**config.mk**
```make
export PLATFORM = sky130hd
export DESIGN_NAME = tcw_ctrl
export DESIGN_NICKNAME = d
export VERILOG_FILES = /design/src/hw/rtl/tcw_pkg.sv /design/src/hw/rtl/tcw_ctrl.sv
export SDC_FILE = /design/constraint.sdc
export NUM_CORES = 1
export LEC_CHECK = 0
export ABC_CLOCK_PERIOD_IN_PS = 1300
export BUFFER_PORTS_ARGS = -buffer_cell sky130_fd_sc_hd__buf_2
export CORE_AREA = 5 5 42 44
export CTS_CLUSTER_SIZE = 30
export DETAILED_ROUTE_END_ITERATION = 7
export DIE_AREA = 0 0 47 49
export PLACE_DENSITY_LB_ADDON = 0.2
export SKIP_CTS_REPAIR_TIMING = 1
export SYNTH_ARGS = -nofsm -noshare
export SYNTH_HDL_FRONTEND = slang
export SYNTH_SLANG_ARGS = --single-unit
```
**constraint.sdc**
```tcl
create_clock -name clk_i -period 1.3 [get_ports clk_i]
set_input_delay 0 -clock clk_i [delete_from_list [all_inputs] [get_ports clk_i]]
set_output_delay 0 -clock clk_i [all_outputs]
set_load 0.05 [all_outputs]
```
**src/hw/rtl/tcw_pkg.sv**
```systemverilog
// Package for the text console writer: constants, codes and shared types.
// No dependencies.
`timescale 1ns / 1ps

package tcw_pkg;

  localparam int TCW_COLUMNS   = 80;
  localparam int TCW_TEXT_ROWS = 24;
  localparam int TCW_TAB_WIDTH = 8;

  localparam logic [7:0] ATTR_RESET   = 8'h07;
  localparam logic [7:0] CHAR_TAB     = 8'd9;
  localparam logic [7:0] CHAR_NEWLINE = 8'd10;
  localparam logic [7:0] CHAR_RETURN  = 8'd13;

  typedef enum logic [1:0] {
    CMD_PUT   = 2'd0,
    CMD_READ  = 2'd1,
    CMD_CLEAR = 2'd2,
    CMD_NOP   = 2'd3
  } tcw_command_e;

  typedef enum logic [2:0] {
    ST_INIT,
    ST_IDLE,
    ST_SCROLL,
    ST_CLEAR,
    ST_EMIT
  } tcw_state_e;

  typedef struct packed {
    logic [1:0]  command;
    logic [7:0]  char_code;
    logic [10:0] cell_index;
  } tcw_in_t;

  typedef struct packed {
    logic [15:0] cell_data;
    logic [10:0] cursor_position;
    logic        scrolled;
  } tcw_out_t;

  typedef struct packed {
    logic accept;
    logic cnt_clr;
    logic clear_run;
    logic scroll_run;
    logic load_out;
  } tcw_ctrl_t;

  typedef struct packed {
    logic is_clear;
    logic need_scroll;
    logic sweep_done;
    logic scroll_done;
  } tcw_status_t;

endpackage

```
**src/hw/rtl/tcw_ctrl.sv**
```systemverilog
// Controller state machine for the text console writer.
// Depends on tcw_pkg; drives the datapath through tcw_ctrl_t.
`timescale 1ns / 1ps

module tcw_ctrl (
  input  logic                clk_i,
  input  logic                rst_ni,
  input  logic                in_valid_i,
  output logic                in_stall_o,
  output logic                out_valid_o,
  input  logic                out_stall_i,
  input  tcw_pkg::tcw_status_t status_i,
  output tcw_pkg::tcw_ctrl_t   ctrl_o
);
  import tcw_pkg::*;

  tcw_state_e state_q, state_d;
  logic       out_valid_q, out_valid_d;
  logic       out_free;
  logic       accept;

  assign out_free = !out_valid_q || !out_stall_i;
  assign accept   = (state_q == ST_IDLE) && in_valid_i;

  always_comb begin
    state_d = state_q;
    case (state_q)
      ST_INIT: begin
        if (status_i.sweep_done) state_d = ST_IDLE;
      end
      ST_IDLE: begin
        if (in_valid_i) begin
          if (status_i.is_clear) state_d = ST_CLEAR;
          else if (status_i.need_scroll) state_d = ST_SCROLL;
          else state_d = ST_EMIT;
        end
      end
      ST_SCROLL: begin
        if (status_i.scroll_done) state_d = ST_EMIT;
      end
      ST_CLEAR: begin
        if (status_i.sweep_done) state_d = ST_EMIT;
      end
      ST_EMIT: begin
        if (out_free) state_d = ST_IDLE;
      end
      default: state_d = ST_INIT;
    endcase
  end

  always_comb begin
    ctrl_o            = '0;
    ctrl_o.accept     = accept;
    ctrl_o.cnt_clr    = accept;
    ctrl_o.clear_run  = (state_q == ST_INIT) || (state_q == ST_CLEAR);
    ctrl_o.scroll_run = (state_q == ST_SCROLL);
    ctrl_o.load_out   = (state_q == ST_EMIT) && out_free;
  end

  always_comb begin
    out_valid_d = out_valid_q;
    if (ctrl_o.load_out) out_valid_d = 1'b1;
    else if (!out_stall_i) out_valid_d = 1'b0;
  end

  always_ff @(posedge clk_i or negedge rst_ni) begin
    if (!rst_ni) begin
      state_q     <= ST_INIT;
      out_valid_q <= 1'b0;
    end else begin
      state_q     <= state_d;
      out_valid_q <= out_valid_d;
    end
  end

  assign in_stall_o  = (state_q != ST_IDLE);
  assign out_valid_o = out_valid_q;

endmodule

```
; ---- After elaboration in Yosys (flattened, before gate mapping)
; Cells that the tools add are included.
[totals]
reg_bits = 4
input_bits = 8
output_inout_bits = 7
wordCells = 31
[classes]
eq_ne = 11
n_mux = 10
n_reduce_logical = 8
[ops]
columns = operator, n
row1 = $mux 3, 7
row2 = $pmux 3 s5, 1
row3 = $ne 2x2->1 const B, 5
row4 = $eq 3x2->1 const B, 2
row5 = $reduce_and 5->1, 1
row6 = $eq 3x1->1 const B, 1
row7 = $eq 3x3->1 const B, 1
row8 = $logic_not 3->1, 1
row9 = $ne 3x1->1 const B, 1
row10 = $logic_and 1x1->1, 2
row11 = $logic_not 1->1, 2
row12 = $logic_or 1x1->1, 2
row13 = $mux 1, 2
row14 = $ne 2x1->1 const B, 1

; ---- Longest topological paths before layout
[logic_depth]
ltp_word = 4
depth_mapped = 5

; ---- Worst setup path before layout
; OpenSTA, ideal clock, no wires.
[synth_timing]
path_kind = register -> output
start = reg state_q[1]
end = out ctrl_o[1] (netlist name)
t_arrival_ps = 1613
t_required_ps = 1300
path_slack_ps = -313
path_stages_with_launch = 4
path_buffers = 1
path_cell_list = dfrtp_1 > buf_2 > inv_1 > nor3_1
[synth_lines]
columns = item, line
row1 = from (decl), tcw_ctrl.sv:17  ; tcw_state_e state_q, state_d;
row2 = from (signal assigned), tcw_ctrl.sv:71  ; state_q <= state_d;
row3 = to (decl), tcw_ctrl.sv:13  ; output tcw_pkg::tcw_ctrl_t ctrl_o

==> results.toml <==
[floorplanning]
die_y_um = 49
pin_count = 15
die_w_um = 47
die_area_um2 = 2300
initial_utilization_pct = 20.4
rows = 14
core_area_um2 = 1400

[setup_path]
cp.required_ns = 1.30
end_kind = "output pin"
cp.arrival_ns = 1.24
start_kind = "flop"
path_max_fanout = 9
critPathKind = "flop to output pin"

[cts]
cts_max_path_buffers = 2
numCtsBuffers = 3
clockRootBuffer = "clkbuf_4"
worstSkewPairLatency_ns = 0.24
cts_tree = "yes"
clkTransAtPathRegs_ns = 0.04
cts.sinks = 4
htree_num_levels = 1

[yosys]
syn_inst = 36
synth_cell_types = 20
avgSynthCellArea_um2 = 7.96
yosysWarnings = 0
seq_area_frac_synth_pct = 34.9
yosysTopAreaCell = "dfrtp_1"
yosys.area.top_type_share_pct = 34.9
synth.area.top_cells = "dfrtp_1, buf_4, nand2_1"
synth_nets = 44
syn_area_um2 = 287
ys_ff_latch = 4

[timing]
tightest_slew_ns = 0.324
slew_headroom_pct = 78.4
clock.fmax_mhz = 808
fin_skew_ns = 0.000951
fin_crit_sh_pct = 95.2
tns_ns = 0
setup_violations = 0
timing.final.max_slew_violations = 0
post-route-min-period_ns = 1.24
rsz0062_at_grt = "no"
hold_viol_final = 0

[final_layout]
drive_above_1_share_pct = 47.9
final_util_pct = 27.6
fill_cells = 168
area_delta_synth_final_pct = 34.9
nets = 58
final_cell_mix = "buf_2, nand2_1, nor2_1, clkbuf_4, buf_4"
layout_commonest_cell = "buf_2"
n_antenna_cell = 0

[detailed_routing]
via_count = 266
wirelength_um = 662
wl_per_cell_um = 10.3
drc = 0
drt_pass1_iterations = 2
ant_nets = 0
routed_via_density = 4.16
drtIter0Drc = 5

[global_route]
grt_pass1_wl_um = 1040
grt_start_max_net_pins = 10
grt_pass1_vias = 276
grtUsageTotal_pct = 6.42
gr-total-overflow = 0
antenna_found_initial = 0

[power]
p_sw_share_pct = 57.8
clkPwrFrac_pct = 13.7
pwr-share-comb_pct = 61.1
power_frac_seq_pct = 25.3
internal_power_w = 0.000486
p_sw_w = 0.000667
power.total_w = 0.00115
vdd_drop_max_mv = 0.957
p_leak_nw = 0.197
powerDensity_nw_per_um2 = 2980

[job]
maxCapViolCount = 0

[hold_path]
hold_path.class = "input pin to flop"

[outcome]
status = "completed"

[placement]
portBuffers = 14
gp_congestion = 0.692
dp_hpwl_um = 525
==> power groups by stage <==
stage                     registers, W  logic, W  clock network, W
after CTS                     0.000283  0.000688          0.000162
after global placement        0.000288  0.000689                 0
after detailed placement      0.000285  0.000685                 0
after global routing          0.000307  0.000744          0.000174
final                         0.000291  0.000704          0.000158
after floorplan               0.000236  0.000667                 0
==> per-layer routing <==
| layer | up-vias | GRT usage [%] | wire [um] |
|---|---|---|---|
| met5 | - | 0 | 0 |
| met1 | 114 | 8.39 | 338 |
| met3 | 0 | 4.43 | 52 |
| li1 | 140 | - | - |
| met4 | 0 | 2.76 | 0 |
| met2 | 12 | 7.92 | 271 |
==> stage by stage <==
stage               hold slack, ns  std cells  instance area, um^2  worst slack [ns]
detailed placement          -0.192         60                  339            0.0654
floorplan                   -0.296         36                  292           0.00489
global route                0.0213         64                  387           0.00570
finish                      0.0136         64                  387            0.0622
CTS                         -0.447         63                  362            -0.115
global placement            -0.190         60                  339            0.0669
==> critical path, cell delays in order, from the launching register on <==
cell	delay, ns
dfrtp_2	0.46
nor2_1	0.16
nand3_1	0.11
inv_1	0.08
buf_4	0.19
==> cell usage after synthesis <==
| cell | number |
|---|---|
| or3_1 | 1 |
| nor3_1 | 3 |
| buf_2 | 1 |
| or2_1 | 1 |
| o21ai_0 | 1 |
| o31ai_1 | 1 |
| a21oi_2 | 1 |
| nand4_1 | 1 |
| nand3b_1 | 1 |
| nand2_1 | 6 |
| clkbuf_1 | 1 |
| mux2_4 | 1 |
| buf_6 | 1 |
| inv_1 | 2 |
| nor2_1 | 4 |
| buf_4 | 3 |
| o211ai_1 | 1 |
| dfrtp_1 | 4 |
| xor2_1 | 1 |
| nand3_1 | 1 |
==> cell families after synthesis <==
group | after synthesis | share of synthesized area, %
AO/OA/AOI/OAI | 4 | 10.0
XOR/XNOR | 1 | 3.06
buffers and inverters | 8 | 17.5
flip-flops | 4 | 34.9
multiplexers | 1 | 5.24
AND/OR/NAND/NOR | 18 | 29.3
==> final timing paths <==
| path | slack (ns) | startpoint | end | cells after the start |
|---|---|---|---|---|
| hold reg to reg | 0.51 | out_valid_o | out_valid_o | 2 |
| setup / recovery | 0.06 | state_q[1] | ctrl_o[0] | 4 |
| setup reg to reg | 0.11 | state_q[0] | state_q[1] | 3 |
| hold / removal | 0.01 | out_stall_i | out_valid_o | 3 |
| max in group asynchronous | 1.07 | rst_ni | state_q[0] | 2 |
| min in group asynchronous | 0.10 | rst_ni | state_q[2] | 2 |
==> sequential cells by signal, summed over array words and instances (netlist names) <==
register and cells:
out_valid_o 1, state_q 3
==> layout make-up <==
class                           instances  area [um^2]  area share [%]
Timing Repair Buffer                   15         87.6            22.7
Inverter                                2         7.51            1.94
Tap cell                               16         20.0            5.18
Multi-Input combinational cell         24          146            37.9
Sequential cell                         4          103            26.5
Clock buffer                            3         22.5            5.83
No activity file was read; power rests on OpenSTA's default activity.
